[config.mk]
export PLATFORM = sky130hd
export DESIGN_NAME = greedy_convolutional_decoder_unit
export DESIGN_NICKNAME = d
export VERILOG_FILES = /design/src/hw/rtl/gcd_pkg.sv /design/src/hw/rtl/gcd_cfg_regs.sv /design/src/hw/rtl/gcd_datapath.sv /design/src/hw/rtl/greedy_convolutional_decoder_unit.sv
export SDC_FILE = /design/constraint.sdc
export NUM_CORES = 1
export LEC_CHECK = 0
export BUFFER_PORTS_ARGS = -buffer_cell sky130_fd_sc_hd__buf_2
export CAP_MARGIN = 5
export CORE_UTILIZATION = 62
export DETAILED_ROUTE_END_ITERATION = 6
export PLACE_DENSITY = 0.95
export RECOVER_POWER = 25
export SYNTH_ARGS = -nofsm -noshare
export SYNTH_HDL_FRONTEND = slang
export SYNTH_HIERARCHICAL = 1
export SYNTH_SLANG_ARGS = --single-unit
[constraint.sdc]
create_clock -name clk -period 6.25 [get_ports clk]
set_input_delay 0.625 -clock clk [delete_from_list [all_inputs] [get_ports clk]]
set_output_delay 0.625 -clock clk [all_outputs]
set_load 0.01 [all_outputs]
[src/hw/rtl/gcd_pkg.sv]
// Shared types and constants for the greedy convolutional decoder.
`default_nettype none

package gcd_pkg;

  localparam int CODE_W  = 4;   // bits in one received segment
  localparam int TAP_W   = 16;  // width of one tap mask register
  localparam int NUM_TAP = 4;   // tap mask registers provided
  localparam int NADD_W  = 3;   // width of the adder count register
  localparam int LEN_W   = 5;   // width of the register length register
  localparam int ADDR_W  = 5;   // byte address of the config port
  localparam int DATA_W  = 32;  // config port data width

  localparam logic [NADD_W-1:0] NUM_ADDERS_RST = 3'd2;
  localparam logic [LEN_W-1:0]  REG_LEN_RST    = 5'd3;
  localparam logic [TAP_W-1:0]  TAP_ZERO_RST   = 16'h0007;
  localparam logic [TAP_W-1:0]  TAP_ONE_RST    = 16'h0005;
  localparam logic [TAP_W-1:0]  TAP_TWO_RST    = 16'h0000;
  localparam logic [TAP_W-1:0]  TAP_THREE_RST  = 16'h0000;

  // Register index, taken from paddr[4:2]
  typedef enum logic [2:0] {
    REG_NUM_ADDERS,
    REG_REGISTER_LENGTH,
    REG_TAP_MASK_ZERO,
    REG_TAP_MASK_ONE,
    REG_TAP_MASK_TWO,
    REG_TAP_MASK_THREE
  } reg_idx_t;

  typedef struct packed {
    logic [NADD_W-1:0]             num_adders;
    logic [LEN_W-1:0]              register_length;
    logic [NUM_TAP-1:0][TAP_W-1:0] tap_mask;
  } cfg_t;

endpackage

`default_nettype wire

[src/hw/rtl/gcd_cfg_regs.sv]
// APB-style configuration register bank for the decoder.
`default_nettype none

module gcd_cfg_regs (
  input  wire logic                       clk,
  input  wire logic                       rst,
  input  wire logic                       psel,
  input  wire logic                       penable,
  input  wire logic                       pwrite,
  input  wire logic [gcd_pkg::ADDR_W-1:0] paddr,
  input  wire logic [gcd_pkg::DATA_W-1:0] pwdata,
  output logic      [gcd_pkg::DATA_W-1:0] prdata,
  output logic                            pready,
  output gcd_pkg::cfg_t                   cfg
);
  import gcd_pkg::*;

  reg_idx_t idx;
  logic     wr_en;

  assign idx    = reg_idx_t'(paddr[ADDR_W-1:2]);
  assign wr_en  = psel & penable & pwrite;
  assign pready = 1'b1;

  always_ff @(posedge clk) begin
    if (rst) begin
      cfg.num_adders      <= NUM_ADDERS_RST;
      cfg.register_length <= REG_LEN_RST;
      cfg.tap_mask[0]     <= TAP_ZERO_RST;
      cfg.tap_mask[1]     <= TAP_ONE_RST;
      cfg.tap_mask[2]     <= TAP_TWO_RST;
      cfg.tap_mask[3]     <= TAP_THREE_RST;
    end else if (wr_en) begin
      case (idx)
        REG_NUM_ADDERS:      cfg.num_adders      <= pwdata[NADD_W-1:0];
        REG_REGISTER_LENGTH: cfg.register_length <= pwdata[LEN_W-1:0];
        REG_TAP_MASK_ZERO:   cfg.tap_mask[0]     <= pwdata[TAP_W-1:0];
        REG_TAP_MASK_ONE:    cfg.tap_mask[1]     <= pwdata[TAP_W-1:0];
        REG_TAP_MASK_TWO:    cfg.tap_mask[2]     <= pwdata[TAP_W-1:0];
        REG_TAP_MASK_THREE:  cfg.tap_mask[3]     <= pwdata[TAP_W-1:0];
        default: ;
      endcase
    end
  end

  always_comb begin
    case (idx)
      REG_NUM_ADDERS:      prdata = DATA_W'(cfg.num_adders);
      REG_REGISTER_LENGTH: prdata = DATA_W'(cfg.register_length);
      REG_TAP_MASK_ZERO:   prdata = DATA_W'(cfg.tap_mask[0]);
      REG_TAP_MASK_ONE:    prdata = DATA_W'(cfg.tap_mask[1]);
      REG_TAP_MASK_TWO:    prdata = DATA_W'(cfg.tap_mask[2]);
      REG_TAP_MASK_THREE:  prdata = DATA_W'(cfg.tap_mask[3]);
      default:             prdata = '0;
    endcase
  end

endmodule

`default_nettype wire

[src/hw/rtl/gcd_datapath.sv]
// Decoder history register and the combinational greedy bit decision.
`default_nettype none

module gcd_datapath #(
  parameter int MAX_ADDERS = 4,
  parameter int MAX_STAGES = 16
) (
  input  wire logic                       clk,
  input  wire logic                       rst,
  input  wire gcd_pkg::cfg_t              cfg,
  input  wire logic [gcd_pkg::CODE_W-1:0] code_bits,
  input  wire logic                       frame_start,
  input  wire logic                       tail_segment,
  input  wire logic                       advance,     // segment leaves the input stage
  output logic                            bit_out
);
  import gcd_pkg::*;

  localparam int HIST_W   = MAX_STAGES;
  localparam int TAP_SPAN = (MAX_STAGES < TAP_W) ? MAX_STAGES : TAP_W;
  localparam int ADD_LIM  = (MAX_ADDERS < NUM_TAP) ? MAX_ADDERS : NUM_TAP;
  localparam int ADD_USED = (ADD_LIM < CODE_W) ? ADD_LIM : CODE_W;
  localparam int WT_W     = $clog2(ADD_USED + 1);

  logic [HIST_W-1:0]   history;
  logic [HIST_W-1:0]   history_next;
  logic [HIST_W-1:0]   base;
  logic [HIST_W-1:0]   stage_mask;
  logic [HIST_W-1:0]   r0;
  logic [ADD_USED-1:0] err0;
  logic [ADD_USED-1:0] err1;
  logic [WT_W-1:0]     w0;
  logic [WT_W-1:0]     w1;
  logic [5:0]          len_ext;

  assign len_ext = {1'b0, cfg.register_length};
  assign base    = frame_start ? '0 : history;

  // Stage 0 is always in use; length beyond the register saturates by width.
  genvar j;
  generate
    for (j = 0; j < HIST_W; j++) begin : g_mask
      if (j == 0) begin : g_first
        assign stage_mask[j] = 1'b1;
      end else begin : g_rest
        assign stage_mask[j] = (len_ext > 6'(j));
      end
    end
  endgenerate

  assign r0 = {base[HIST_W-2:0], 1'b0} & stage_mask;

  // Candidate 1 differs from candidate 0 only at position 0.
  genvar k;
  generate
    for (k = 0; k < ADD_USED; k++) begin : g_adder
      logic p0;
      logic p1;
      logic active;
      assign p0     = ^(r0[TAP_SPAN-1:0] & cfg.tap_mask[k][TAP_SPAN-1:0]);
      assign p1     = p0 ^ cfg.tap_mask[k][0];
      assign active = (cfg.num_adders > NADD_W'(k));
      assign err0[k] = active & (p0 ^ code_bits[k]);
      assign err1[k] = active & (p1 ^ code_bits[k]);
    end
  endgenerate

  always_comb begin
    w0 = '0;
    w1 = '0;
    for (int i = 0; i < ADD_USED; i++) begin
      w0 = w0 + WT_W'(err0[i]);
      w1 = w1 + WT_W'(err1[i]);
    end
  end

  // Tie goes to 0
  assign bit_out = (w1 < w0);

  always_comb begin
    if (tail_segment) begin
      history_next = base;
    end else begin
      history_next = {r0[HIST_W-1:1], bit_out};
    end
  end

  always_ff @(posedge clk) begin
    if (rst) begin
      history <= '0;
    end else if (advance) begin
      history <= history_next;
    end
  end

endmodule

`default_nettype wire

[src/hw/rtl/greedy_convolutional_decoder_unit.sv]
// Top level of the greedy hard-decision convolutional decoder.
//
// Usage:
//   Input channel: seg_valid / seg_stall carries one received segment per beat
//   (code_bits, frame_start, tail_segment). Output channel: bit_valid /
//   bit_stall carries one decoded_bit per non-tail segment. A beat moves at
//   a rising edge with valid high and stall low.
//   frame_start clears the decoder history before the segment is decided.
//   tail_segment beats produce no output beat and leave history unchanged
//   (apart from the clear requested by frame_start).
//   Path: a segment is captured in the input register at the edge that accepts
//   it, and its decoded bit in the output register once that register is free.
//   Throughput: one segment per cycle while bit_stall is low; the decision and
//   the history update lie combinationally between the input and output
//   registers, so the history feedback loop sets the rate.
//   Stall: while bit_stall holds a result, the next segment waits in the
//   input register and seg_stall rises only when that register is occupied
//   by a segment that would need the output register. Tail beats drain
//   even under output stall.
//   Reset (rst, synchronous): clears both valid flags, the history and
//   restores the configuration registers to their defaults.
//   Config: APB-style writes, register i at byte address 4*i, only while idle.
`default_nettype none

module greedy_convolutional_decoder_unit #(
  parameter int MAX_ADDERS = 4,
  parameter int MAX_STAGES = 16
) (
  input  wire logic                       clk,
  input  wire logic                       rst,
  // config port
  input  wire logic                       psel,
  input  wire logic                       penable,
  input  wire logic                       pwrite,
  input  wire logic [gcd_pkg::ADDR_W-1:0] paddr,
  input  wire logic [gcd_pkg::DATA_W-1:0] pwdata,
  output logic      [gcd_pkg::DATA_W-1:0] prdata,
  output logic                            pready,
  // segment channel
  input  wire logic                       seg_valid,
  output logic                            seg_stall,
  input  wire logic [gcd_pkg::CODE_W-1:0] code_bits,
  input  wire logic                       frame_start,
  input  wire logic                       tail_segment,
  // decoded bit channel
  output logic                            bit_valid,
  input  wire logic                       bit_stall,
  output logic                            decoded_bit
);
  import gcd_pkg::*;

  cfg_t              cfg;

  // input register
  logic              s1_valid;
  logic              s1_valid_next;
  logic [CODE_W-1:0] s1_code;
  logic              s1_start;
  logic              s1_tail;

  logic              seg_fire;
  logic              out_free;
  logic              s1_done;
  logic              dec_bit;
  logic              bit_valid_next;

  gcd_cfg_regs u_cfg (
    .clk     (clk),
    .rst     (rst),
    .psel    (psel),
    .penable (penable),
    .pwrite  (pwrite),
    .paddr   (paddr),
    .pwdata  (pwdata),
    .prdata  (prdata),
    .pready  (pready),
    .cfg     (cfg)
  );

  gcd_datapath #(
    .MAX_ADDERS (MAX_ADDERS),
    .MAX_STAGES (MAX_STAGES)
  ) u_dp (
    .clk          (clk),
    .rst          (rst),
    .cfg          (cfg),
    .code_bits    (s1_code),
    .frame_start  (s1_start),
    .tail_segment (s1_tail),
    .advance      (s1_done),
    .bit_out      (dec_bit)
  );

  // Output register can take a new beat when empty or being drained now.
  assign out_free = ~bit_valid | ~bit_stall;
  // Tail segments need no output slot.
  assign s1_done   = s1_valid & (s1_tail | out_free);
  assign seg_stall = s1_valid & ~s1_done;
  assign seg_fire  = seg_valid & ~seg_stall;

  assign s1_valid_next  = seg_fire | (s1_valid & ~s1_done);
  assign bit_valid_next = out_free ? (s1_valid & ~s1_tail) : bit_valid;

  always_ff @(posedge clk) begin
    if (rst) begin
      s1_valid  <= 1'b0;
      bit_valid <= 1'b0;
    end else begin
      s1_valid  <= s1_valid_next;
      bit_valid <= bit_valid_next;
    end
  end

  always_ff @(posedge clk) begin
    if (seg_fire) begin
      s1_code  <= code_bits;
      s1_start <= frame_start;
      s1_tail  <= tail_segment;
    end
    if (out_free & s1_valid & ~s1_tail) begin
      decoded_bit <= dec_bit;
    end
  end

  // A non-tail segment leaving the input stage always lands in the output register.
  a_nontail_lands: assert property (@(posedge clk) disable iff (rst)
    (s1_done & ~s1_tail) |=> bit_valid)
    else $error("non-tail segment did not produce an output beat");

  // Input only backs up behind a held output beat.
  a_stall_cause: assert property (@(posedge clk) disable iff (rst)
    seg_stall |-> (s1_valid & ~s1_tail & bit_valid & bit_stall))
    else $error("input stalled without a blocked output");

  // A fresh output beat comes only from a non-tail segment.
  a_out_source: assert property (@(posedge clk) disable iff (rst)
    $rose(bit_valid) |-> $past(s1_valid & ~s1_tail))
    else $error("output beat without a non-tail source segment");

endmodule

`default_nettype wire
# --- Yosys cells after proc, flatten, opt, wreduce, memory -nomap -nowiden ---
# Index checks and enable logic that the tools add are counted.
word_totals:
  latchBits: 0
  mem_bits_ro: 0
  reg_bits: 96
  mem_bits_rw: 0
  n_memories: 0
  output_inout_bits: 36
classes:
  n_mux: 3
  bitwise: 41
  n_div: 0
  n_reduce_logical: 11
  eq_ne: 5
  n_addsub: 6
  n_lt_le_gt_ge: 20
  n_shift: 0
  n_mul: 0
op_table:
  columns: ["operator", "n"]
  rows:
  - ["one-hot mux 16 bit (6 select lines)", 1]
  - ["AND 16 bit", 5]
  - ["XOR reduction 16 bit", 4]
  - ["> comparator 5 x 4 -> 1 bit, second input constant", 8]
  - ["2-to-1 mux 15 bit", 2]
  - ["> comparator 5 x 3 -> 1 bit, second input constant", 4]
  - ["AND 1 bit", 16]
  - ["adder 3 x 1 -> 3 bit", 4]
  - ["AND reduction 2 bit", 6]
  - ["XOR 1 bit", 12]
  - ["> comparator 5 x 2 -> 1 bit, second input constant", 2]
  - ["equality test 3 x 2 -> 1 bit, second input constant", 2]
  - ["equality test 3 bit, second input constant", 2]
  - ["> comparator 3 x 1 -> 1 bit, second input constant", 2]
  - ["> comparator 3 x 2 -> 1 bit, second input constant", 2]
  - ["> comparator 5 x 1 -> 1 bit, second input constant", 1]
  - ["NOT 1 bit", 5]
  - ["adder 1 x 1 -> 2 bit", 2]
  - ["equality test 3 x 1 -> 1 bit, second input constant", 1]
  - ["logical NOT 3 bit", 1]
  - ["< comparator 3 bit", 1]
  - ["bitwise OR 1 bit", 3]

# --- Logic depth before layout (Yosys ltp) ---
# Gate-level depths: netlist of the first run.
depth:
  depth_word: 12
  ltp_mapped: 20

# --- Hierarchy ---
# Netlist of the first run, hierarchy kept.
by_module_without_submodules:
  columns: ["mod", "seq_area_each_um2", "area_per_inst_um2", "n_inst", "cells_per_inst"]
  rows:
  - ["gcd_cfg_regs", 1441.4, 3597.2, 1, 387]
  - ["gcd_datapath", 300.3, 1981.9, 1, 242]
  - ["greedy_convolutional_decoder_unit", 250.2, 305.3, 1, 19]

# --- Worst setup path after synthesis of the first run ---
# Ideal clock, no wire load.
synth_timing:
  path_type: "register -> register"
  start: "register u_cfg/cfg[67] (netlist name)"
  end: "register u_dp.history[0]"
  path_stages_with_launch: 18
  required_time_ns: 6.185
  slack_ns: 2.081
  n_path_buf: 1
  setup_time_ns: 0.065
  arrival_time_ns: 4.104
  synth_period_minus_slack_ns: 4.169
  path_cell_list: "dfxtp_1 buf_2 a31oi_1 nor3b_1 nand2_1 xnor3_1 xnor3_2 xnor3_1 or2_1 fa_1 inv_1 ha_1 ha_1 ha_1 a21o_1 a21oi_1 a22oi_1 nor2_1"
synth_via:
  elab_chain_cells: 12
  word_cells_on_any_way: 52
synth_rtl:
  columns: ["item", "line_no", "source"]
  rows:
  - ["> comparator 5 x 1 -> 1 bit, or another cell as far along", "gcd_datapath.sv:46", "assign stage_mask[j] = (len_ext > 6'(j));"]
  - ["AND 16 bit *", "gcd_datapath.sv:51", "assign r0 = {base[HIST_W-2:0], 1'b0} & stage_mask;"]
  - ["AND 16 bit", "gcd_datapath.sv:60", "assign p0 = ^(r0[TAP_SPAN-1:0] & cfg.tap_mask[k][TAP_SPAN-1:0]);"]
  - ["XOR reduction 16 bit", "gcd_datapath.sv:60", null]
  - ["XOR 1 bit", "gcd_datapath.sv:61", "assign p1 = p0 ^ cfg.tap_mask[k][0];"]
  - ["XOR 1 bit", "gcd_datapath.sv:64", "assign err1[k] = active & (p1 ^ code_bits[k]);"]
  - ["AND 1 bit", "gcd_datapath.sv:64", null]
  - ["adder 1 x 1 -> 2 bit", "gcd_datapath.sv:73", "w1 = w1 + WT_W'(err1[i]);"]
  - ["adder 3 x 1 -> 3 bit (2 in a row)", "gcd_datapath.sv:73", null]
  - ["< comparator 3 bit *", "gcd_datapath.sv:78", "assign bit_out = (w1 < w0);"]
  - ["net dec_bit", "greedy_convolutional_decoder_unit.sv:64", "logic dec_bit;"]
  - ["2-to-1 mux 15 bit *", "gcd_datapath.sv:81", "if (tail_segment) begin"]
  - ["end signal, assigned", "gcd_datapath.sv:92", "history <= history_next;"]
  - ["end, declared", "gcd_datapath.sv:25", "logic [HIST_W-1:0] history;"]
# The timed path passes the listed nets; every way through them passes the cells marked *.
# A chain may end at the register's enable or synchronous reset.

# --- Final worst setup path of the first run ---
layout_timing:
  start: "register u_cfg/cfg[68] (netlist name)"
  end: "register u_dp.history[0]"
layout_via:
  elab_chain_cells: 12
  word_cells_on_any_way: 52
layout_rtl:
  columns: ["item", "line_no"]
  rows:
  - ["> comparator 5 x 1 -> 1 bit, or another cell as far along", "gcd_datapath.sv:46"]
  - ["AND 16 bit *", "gcd_datapath.sv:51"]
  - ["AND 16 bit", "gcd_datapath.sv:60"]
  - ["XOR reduction 16 bit", "gcd_datapath.sv:60"]
  - ["XOR 1 bit", "gcd_datapath.sv:61"]
  - ["XOR 1 bit", "gcd_datapath.sv:64"]
  - ["AND 1 bit", "gcd_datapath.sv:64"]
  - ["adder 1 x 1 -> 2 bit", "gcd_datapath.sv:73"]
  - ["adder 3 x 1 -> 3 bit (2 in a row)", "gcd_datapath.sv:73"]
  - ["< comparator 3 bit *", "gcd_datapath.sv:78"]
  - ["net dec_bit", "greedy_convolutional_decoder_unit.sv:64"]
  - ["2-to-1 mux 15 bit *", "gcd_datapath.sv:81"]
# Marks and branches as above.

==> results of run 1 <==
## power by group through the flow
stage	clock network, mW	logic (mW)	registers, mW
3_3_place_gp	0	0.115	0.648
2_1_floorplan	0	0.0953	0.645
3_5_place_dp	0	0.120	0.649
6_report	0.413	0.124	0.635
5_1_grt	0.444	0.132	0.636
4_1_cts	0.419	0.120	0.635
## metal layers
| metal | routed length, um | vias up | part of all wire (%) |
|---|---|---|---|
| li1 | - | 2302 | - |
| met1 | 6090 | 2424 | 39 |
| met2 | 7500 | 322 | 48 |
| met3 | 1520 | 60 | 9.7 |
| met4 | 627 | 0 | 4.0 |
| met5 | 0 | - | 0 |
## area by class of cell
| type | instances | area (um^2) | area share (%) |
|---|---|---|---|
| repair buffers | 55 | 280 | 4.53 |
| flip-flops and latches | 96 | 1990 | 32.2 |
| inverters | 11 | 41.3 | 0.667 |
| clock inverters | 6 | 67.6 | 1.09 |
| multi-input cells | 494 | 3540 | 57.2 |
| clock buffers | 10 | 128 | 2.06 |
| well taps | 111 | 139 | 2.24 |
## cell families after synthesis
family	synth area share, %
other	0.128
XOR/XNOR	10.8
multiplexers	13.3
flip-flops	33.9
AND/OR/NAND/NOR	19.6
adder cells (fa/ha/maj)	1.96
buffers and inverters	6.89
AO/OA/AOI/OAI	13.5
## stage by stage
stage | area (um^2) | total power [mW] | util [%] | setup WS (ps)
finish | 6190 | 1.17 | 67.3 | 1150
global route | 6190 | 1.21 | 67.3 | 983
CTS | 6200 | 1.17 | 67.4 | 1340
detailed placement | 6000 | 0.768 | 65.3 | 1340
global placement | 6000 | 0.763 | 65.3 | 1500
floorplan | 5940 | 0.740 | - | 2080
## synthesized netlist by cell type (5+ instances only)
master    instances
dfxtp_1          89
ha_1              6
o211ai_1         10
mux2i_1          69
xnor2_1          38
edfxtp_1          7
nor2b_1          14
a32oi_1           8
o22ai_1          11
nand3_1          59
nand2_1          21
a21oi_1          41
o21ai_0          33
buf_2            19
buf_4            22
clkbuf_1         16
nor2_1           28
inv_1            11
xnor3_1           9
xor2_1            7
nand4_1           5
nand2b_1         55
a22oi_1           5
## worst max-delay path by stage
stage	startpoint	end	slack [ps]	cells after the start
finish	u_cfg/cfg[68]	u_dp/history[0]	1150	16
global route	u_cfg/cfg[68]	u_dp/history[0]	980	16
CTS	u_cfg/cfg[68]	u_dp/history[0]	1340	16
detailed placement	u_cfg/cfg[68]	u_dp/history[0]	1340	16
global placement	u_cfg/cfg[66]	u_dp/history[0]	1500	16
floorplan	u_cfg/cfg[67]	u_dp/history[0]	2080	17
## flip-flops by register name, indices dropped and copies added, names as in the netlist
signal and cells:
bit_valid 1, s1_tail 1, s1_start 1, u_cfg/cfg 72, decoded_bit 1, s1_valid 1
u_dp/history 15, s1_code 4
==> qor.csv, run 1 <==
metric;value;unit
IR drop worst, VDD;0.216;mV
Net Sw Frac;26.4;%
fillers;684;
detailed-route via count;5108;
wire per inst;20.1;um
worst path cell trace;inv_1, a21oi_1, nand3_2, xnor3_1, xnor3_2, xnor3_1, or2_1, fa_1, inv_1, ha_1, ha_1, ha_1, a21o_1, a21oi_1, a22oi_1, nor2_1;
worst hold path class;in -> reg;
CTS tree;done;
Area contributors post-synth;dfxtp_1 30%, mux2i_1 12%, nand2b_1 5.8%;
initial antenna violation count;0;
dpl cells;767;
Syn. warnings;6;
worst skew pair latency;380;ps
internal cell power;0.862;mW
Hold Crit Depth;1;
ratio of cells with drive above 1 in the final layout;12.4;%
Final Cycle Share;81.6;%
most common cell after layout, fill and taps aside;dfxtp_1;
CTS Sinks;96;
hold path startpoint;tail_segment;
FF-to-FF Start;u_cfg/cfg[68];
failing checks;max-capacitance violations, max-slew violations;
CP bufs+invs;2;
sequential fraction of the synthesis area;33.9;%
Pleak;2.49;nW
CP top delay family;adder cells;
number of synthesized register bits;96;
die height;99.4;um
most used cell, CP;ha_1;
1st-iter DRT viols;499;
Starting Density;64.0;%
DRT antenna net count;0;
detailed-route wire length;15700;um
clock root buffer;clkbuf_8;
Netlist Area Pre-Place;5880;um^2
Critical Path RT;6540;ps
ANT cells;0;
Vias/cell;6.52;
ys async rst share;0;%
reg2reg end;u_dp/history[0];
clk slew on worst S/H paths;100;ps
GR Layer Usage met2;55.0;%
crit path kind;reg -> reg;
Largest stage delay, worst path;880;ps
clock share of power;35.2;%
WHS Endpoint;s1_tail;
final cell count without fillers;783;
DRT Pass-1 Iters;6;
Top FF cell, synth;dfxtp_1;
met3 Resource Use GR;8.15;%
Setup Fix Bufs, Post-CTS;0;
Boundary Pins;86;
Setup-failing EPs final;0;
Reg power frac;54.2;%
crit end category;register;
RSZ-0062 raised after global routing;no;
Mean Syn Cell Area;9.08;um^2
Worst Hold Slack;423;ps
Total GRT Usage;32.8;%
maximum clock rate;196;MHz
pwr/cell area;189;nW/um^2
GRT Residual Overflow;0;
Cell variety after synth;61;
Final GP Congestion;0.927;
core area;9200;um^2
CP max FO;23;
Hold Violations, Final;0;
max-slew violations;109;
Worst R2R Path Depth;16;
final worst path period need;5100;ps
# DRC;0;
gr busiest metal;met2;
crit start category;register;
max_cap viols;1;
H-tree level count;3;
Worst Skew;14.7;ps
Post-Syn Instances;648;
FP Rows;35;
Num CTS Buffers;9;
Post-CTS Hold Fix Bufs;0;
Die Span X;99.4;um
number of synthesized flops with an enable pin;7;
Final HPWL DP;10700;um
Setup TNS;0;ps
Synth area leader;dfxtp_1;
# port buffers;50;
Logic pwr share;10.6;%
GR Layer Usage met1;39.0;%
run status;finished with violations;
CTS resizes;0;
CTS Buffer Depth;2;
vias in the first global route;5085;
Critical Path AT;5390;ps
Slew @ Worst Pin;3900;ps
largest net degree at the start of global routing;109;
Synth top area share;30.3;%
Die ar.;9880;um^2
Nets;725;
global-route wire length before repair;24900;um
slowest stage cell, crit path;dfxtp_1;
switching pwr;0.310;mW
area added between synthesis and finish;5.21;%
most frequent cells in the layout;89 x dfxtp_1, 69 x mux2i_1, 59 x nand3_1, 55 x nand2b_1, 47 x buf_2;
max_slew headroom;-160;%
r2r setup slk;1150;ps
Note: power is estimated with default switching activity, not from simulation.
==> inputs of run 2 (changes only) <==
- ABC_AREA: default -> 1
- CORE_UTILIZATION: 62 -> 54
- PLACE_DENSITY: 0.95 -> 0.87
- clock period: 6.25 -> 4.2 ns (I/O delays scaled with it)
==> run 2 against run 1 <==
The run ends with design-rule violations, max-capacitance violations, max-slew violations left. Routed wire length rose by 26%. Area after synthesis grew 20%. Cell count increased by 80%. Register-to-register slack lost 980 ps. Synthesized cell count rose by 83%. Critical path depth is 8 higher. Combinational power is 120% higher. Critical endpoint unchanged. Largest power group unchanged.
==> qor.csv, run 2 <==
metric;value;unit
Top FF cell, synth;dfxtp_1;
largest net degree at the start of global routing;38;
max_slew headroom;-20.2;%
Syn. warnings;6;
max-slew violations;27;
Pleak;3.79;nW
Post-CTS Hold Fix Bufs;0;
CP top delay family;simple AND/OR/NAND/NOR gates;
reg2reg end;u_dp/history[0];
CTS Sinks;96;
maximum clock rate;248;MHz
Setup-failing EPs final;0;
most frequent cells in the layout;370 x nand2_1, 184 x nor2_1, 152 x inv_1, 102 x nand3_1, 85 x dfxtp_1;
number of synthesized register bits;96;
top-count cell post-synth;nand2_1;
top sig layer;met4;
initial antenna violation count;0;
Nets;1291;
detailed-route via count;7592;
IR drop worst, VDD;0.208;mV
Final Util;62.4;%
max_cap viols;1;
worst path cell trace;buf_6, nor2_4, nand2_2, nor2_4, nand4_1, nand2_2, nand2_1, nand2_1, nand3_1, nand2_1, nand3_2, nand2_2, nand2_1, nand2_1, nand2_2, fa_1, inv_1, ha_2, ha_4, ha_4, a21o_1, a21oi_2, nand2_1, a31oi_1;
r2r setup slk;170;ps
Cell variety after synth;41;
clk slew on worst S/H paths;70;ps
run status;finished with violations;
FP Rows;41;
final worst path period need;4030;ps
DRT Pass-1 Iters;7;
vias in the first global route;6508;
Worst Skew;10.9;ps
crit end category;register;
M1 WL;7930;um
worst skew pair latency;360;ps
CP bufs+invs;2;
most frequent cells after synthesis;392 x nand2_1, 197 x nor2_1, 156 x inv_1;
core area;12700;um^2
Die ar.;13500;um^2
worst hold path class;in -> reg;
DRT antenna net count;0;
Vias/cell;5.38;
Hold Violations, Final;0;
number of synthesized flops with an enable pin;7;
Most flops, register;u_cfg/cfg;
pwr/cell area;256;nW/um^2
Area contributors post-synth;dfxtp_1 25%, nand2_1 21%, nor2_1 10%;
dpl cells;1379;
hold path startpoint;tail_segment;
Place WS;5.42;ps
most common cell after layout, fill and taps aside;nand2_1;
FF-to-FF Start;s1_start;
ys async rst share;0;%
crit path kind;reg -> reg;
fillers;1171;
logic depth of the worst path, buffers included;24;
wire per inst;14.1;um
Die Span X;116;um
Post-Syn Instances;1185;
ANT cells;0;
area added between synthesis and finish;12.2;%
detailed-route wire length;19900;um
CP max FO;6;
GRT Residual Overflow;0;
sequential fraction of the synthesis area;28.3;%
Final Cycle Share;95.9;%
DR WL met2;9080;um
Slew @ Worst Pin;1800;ps
routed length on met3;1900;um
Hold Crit Depth;1;
Synth area leader;dfxtp_1;
Critical Path RT;4490;ps
Num CTS Buffers;9;
Pwr Total;2.03;mW
failing checks;design-rule violations, max-capacitance violations, max-slew violations;
global-route wire length before repair;31100;um
Total GRT Usage;29.8;%
RSZ-0062 raised after global routing;yes;
slowest stage cell, crit path;edfxtp_1;
final cell count without fillers;1410;
clock root buffer;clkbuf_16;
biggest regs;u_cfg/cfg x72, u_dp/history x15, s1_code x4;
Netlist Area Pre-Place;7050;um^2
WHS Endpoint;s1_tail;
Largest register FFs;72;
Boundary Pins;86;
Final GP Congestion;0.925;
CTS Buffer Depth;2;
die height;116;um
1st-iter DRT viols;849;
Mean Syn Cell Area;5.95;um^2
Starting Density;55.6;%
fin worst setup slack;172;ps
Largest stage delay, worst path;540;ps
Synth top area share;25.3;%
# port buffers;50;
Worst Hold Slack;229;ps
most used cell, CP;nand2_1;
crit start category;register;
# DRC;3;
Critical Path AT;4320;ps
H-tree level count;3;
Worst R2R Path Depth;24;
ratio of cells with drive above 1 in the final layout;17.0;%
CTS tree;done;
Final HPWL DP;13600;um
==> run 2: cell count changes in the layout (fill, tap and decap cells not counted), moves of 19 or more <==
cell,delta
nand4_1,+22
nor2_2,+19
inv_1,+141
nor2_1,+156
nand2_1,+349
xnor2_1,-31
nand3_1,+43
buf_4,+22
nand2b_1,-55
nand2_2,+31
a21oi_1,-25
mux2i_1,-69
==> run 2: cells by family after synthesis <==
logic type               Yosys count  synth area share, %
AND/OR/NAND/NOR                  772                 47.4
buffers and inverters            226                 14.9
flip-flops                        96                 28.3
AO/OA/AOI/OAI                     59                 4.76
XOR/XNOR                          22                 2.95
adder cells (fa/ha/maj)            8                 1.63
other                              2                0.107
==> run 2: layout make-up <==
type                       instances  area, um^2  area share, %
clock buffer                      10         239           3.02
clock inverter                     6        35.0          0.443
inverter                         166         633           8.01
multi-input combinational        878        4290           54.2
sequential                        96        2000           25.2
tap                              172         215           2.72
timing repair buffer              81         497           6.28
timing repair inverter             1        5.00         0.0633
==> run 2: worst max-delay path by stage <==
stage              from  slack, ps         endpoint
2_1_floorplan  s1_start        620  u_dp/history[0]
3_3_place_gp   s1_start        150  u_dp/history[0]
3_5_place_dp   s1_start          5  u_dp/history[0]
4_1_cts        s1_start          2  u_dp/history[0]
5_1_grt        s1_start        -70  u_dp/history[0]
6_report       s1_start        170  u_dp/history[0]
==> run 2: repair_timing <==
item | 4_1_cts | 5_1_grt
setup buffers | 2 | 12
pin swaps | 0 | 37
setup endpoints to repair | 1 | 2
gates cloned | 0 | 1
gates resized for setup | 1 | 78
==> run 2: per-layer routing <==
metal | global-route usage, % | vias up
met5 | 0 | -
met1 | 37.0 | 3388
li1 | - | 3713
met2 | 48.2 | 419
met3 | 5.14 | 72
met4 | 18.5 | 0
==> run 2: through the flow <==
step           setup TNS (ps)  cell area [um^2]
2_1_floorplan               0              7110
3_3_place_gp                0              7280
3_5_place_dp                0              7280
4_1_cts                     0              7570
5_1_grt                 -68.0              7910
6_report                    0              7910
==> run 2: where the power goes <==
part	switching (mW)	leakage, nW	internal [mW]
sequential	0.0223	0.790	0.945
combinational	0.183	2.87	0.0902
clock	0.372	0.136	0.414
total	0.577	3.79	1.45
==> inputs of run 3 (changes only) <==
- REMOVE_ABC_BUFFERS: default -> 1
==> run 3 against run 2 <==
The run ends with max-capacitance violations, max-slew violations left. Non-clock buffer count is 9 higher. Sequential share of layout area decreased by 0.76 points. Routed wire length is 5.2% higher. Via count up 1.2%. Setup slack lost 66 ps. Global-route usage shrank 0.087 points. Cell count grew 0.64%. Register-to-register slack worse by 70 ps. Die area unchanged. First-iteration DRC count down 4.2%. Critical path type unchanged.
==> qor.csv, run 3 (same netlist as run 2, synthesis figures left out) <==
metric;value;unit
CTS tree;done;
fillers;1132;
IR drop worst, VDD;0.283;mV
maximum clock rate;244;MHz
worst hold path class;in -> reg;
fin worst setup slack;106;ps
Critical Path AT;4380;ps
CP max FO;4;
Worst Skew;10.5;ps
clock share of power;42.1;%
Nets;1300;
GRT Residual Overflow;0;
ANT cells;0;
die height;116;um
wire per inst;14.7;um
Reg power frac;44.6;%
max-slew violations;68;
Logic pwr share;13.3;%
Largest register FFs;72;
DRT antenna net count;0;
Critical Path RT;4490;ps
# port buffers;50;
CP startpoint;s1_start;
crit end category;register;
internal cell power;1.56;mW
Pwr Total;2.16;mW
Die ar.;13500;um^2
Final HPWL DP;12900;um
most common cell after layout, fill and taps aside;nand2_1;
CTS Sinks;96;
Setup TNS;0;ps
largest net degree at the start of global routing;42;
DRT Pass-1 Iters;6;
Place WS;-15.3;ps
core area;12700;um^2
switching pwr;0.599;mW
instance area at placement;7320;um^2
Num CTS Buffers;9;
Net Sw Frac;27.7;%
Setup-failing EPs final;0;
# DRC;0;
Hold Violations, Final;0;
Post-CTS Hold Fix Bufs;0;
Most flops, register;u_cfg/cfg;
failing checks;max-capacitance violations, max-slew violations;
clk slew on worst S/H paths;70;ps
area added between synthesis and finish;16.3;%
Pleak;3.88;nW
global-route wire length before repair;31000;um
most frequent cells in the layout;355 x nand2_1, 179 x nor2_1, 153 x inv_1, 96 x nand3_1, 84 x dfxtp_1;
max_slew headroom;-48.6;%
crit start category;register;
vias in the first global route;6401;
initial antenna violation count;0;
FP Rows;41;
Vias/cell;5.42;
crit path kind;reg -> reg;
detailed-route via count;7684;
pwr/cell area;264;nW/um^2
run status;finished with violations;
final worst path period need;4090;ps
ratio of cells with drive above 1 in the final layout;20.2;%
Final GP Congestion;0.953;
max_cap viols;2;
detailed-route wire length;20900;um
Die Span X;116;um
worst skew pair latency;360;ps
1st-iter DRT viols;813;
Final Cycle Share;97.5;%
FF-to-FF Start;s1_start;
post-route cell area;8200;um^2
Slew @ Worst Pin;2220;ps
Starting Density;55.6;%
biggest regs;u_cfg/cfg x72, u_dp/history x15, s1_code x4;
clock root buffer;clkbuf_16;
H-tree level count;3;
Total GRT Usage;29.7;%
hold path startpoint;code_bits[0];
CTS Buffer Depth;2;
Boundary Pins;86;
-- run 3: area by class of cell --
cell class / instances / area (um^2) / share of cell area, %
Clock buffer: 10 / 229 / 2.79
Multi-Input combinational cell: 878 / 4460 / 54.4
Tap cell: 172 / 215 / 2.62
Timing Repair inverter: 1 / 7.51 / 0.0915
Clock inverter: 6 / 90.1 / 1.10
Timing Repair Buffer: 90 / 556 / 6.77
Inverter: 166 / 632 / 7.70
Sequential cell: 96 / 2010 / 24.5
-- run 3: power by group through the flow --
stage	registers [mW]	logic (mW)	clock network [mW]
finish	0.964	0.287	0.910
global route	0.967	0.314	0.939
detailed placement	0.985	0.250	0
CTS	0.964	0.251	0.919
floorplan	0.981	0.154	0
global placement	0.984	0.244	0
-- run 3: per-layer routing --
| metal | global-route usage [%] | vias to the layer above | wire (um) |
|---|---|---|---|
| li1 | - | 3716 | - |
| met3 | 4.46 | 106 | 1990 |
| met4 | 16.0 | 0 | 1010 |
| met1 | 38.1 | 3423 | 8210 |
| met5 | 0 | - | 0 |
| met2 | 48.2 | 439 | 9710 |
-- run 3: metrics by stage --
stage	instances	hold WS, ps	utilization (%)
floorplan	1140	451	-
global placement	1385	474	57.8
detailed placement	1385	485	57.8
CTS	1401	229	60.3
global route	1419	235	64.7
finish	1419	235	64.7
-- run 3: final timing paths --
| path | endpoint | slack [ps] | cells past startpoint |
|---|---|---|---|
| hold reg to reg | bit_valid | 490 | 2 |
| hold / removal | s1_code[0] | 240 | 1 |
| setup reg to reg | u_dp/history[0] | 110 | 27 |
| setup / recovery | u_dp/history[0] | 110 | 27 |
-- run 3: what timing repair did --
item	CTS	global route
pin swaps	0	35
cloned	0	1
endpoints found under the setup margin	1	2
gates resized for setup	2	129
buffers inserted	0	17
-- run 3: worst max-delay path, cell delays in order (launching register included) --
cell      delay [ps]
edfxtp_1         380
buf_6            160
buf_6            140
nor2_4           140
nand3_4          100
nor2_2           100
xor2_1           230
inv_1             70
nand2_1           80
nand2_1           50
nand2_1           80
nand2_2           80
inv_1             80
nand3_2          110
nand2_2           90
buf_4            110
nand2_2           50
fa_1             540
inv_1             40
ha_2             170
ha_1             260
inv_1             40
ha_1             260
a21o_1           170
a21oi_2          130
buf_4            130
nand2_1           40
a31oi_1          170
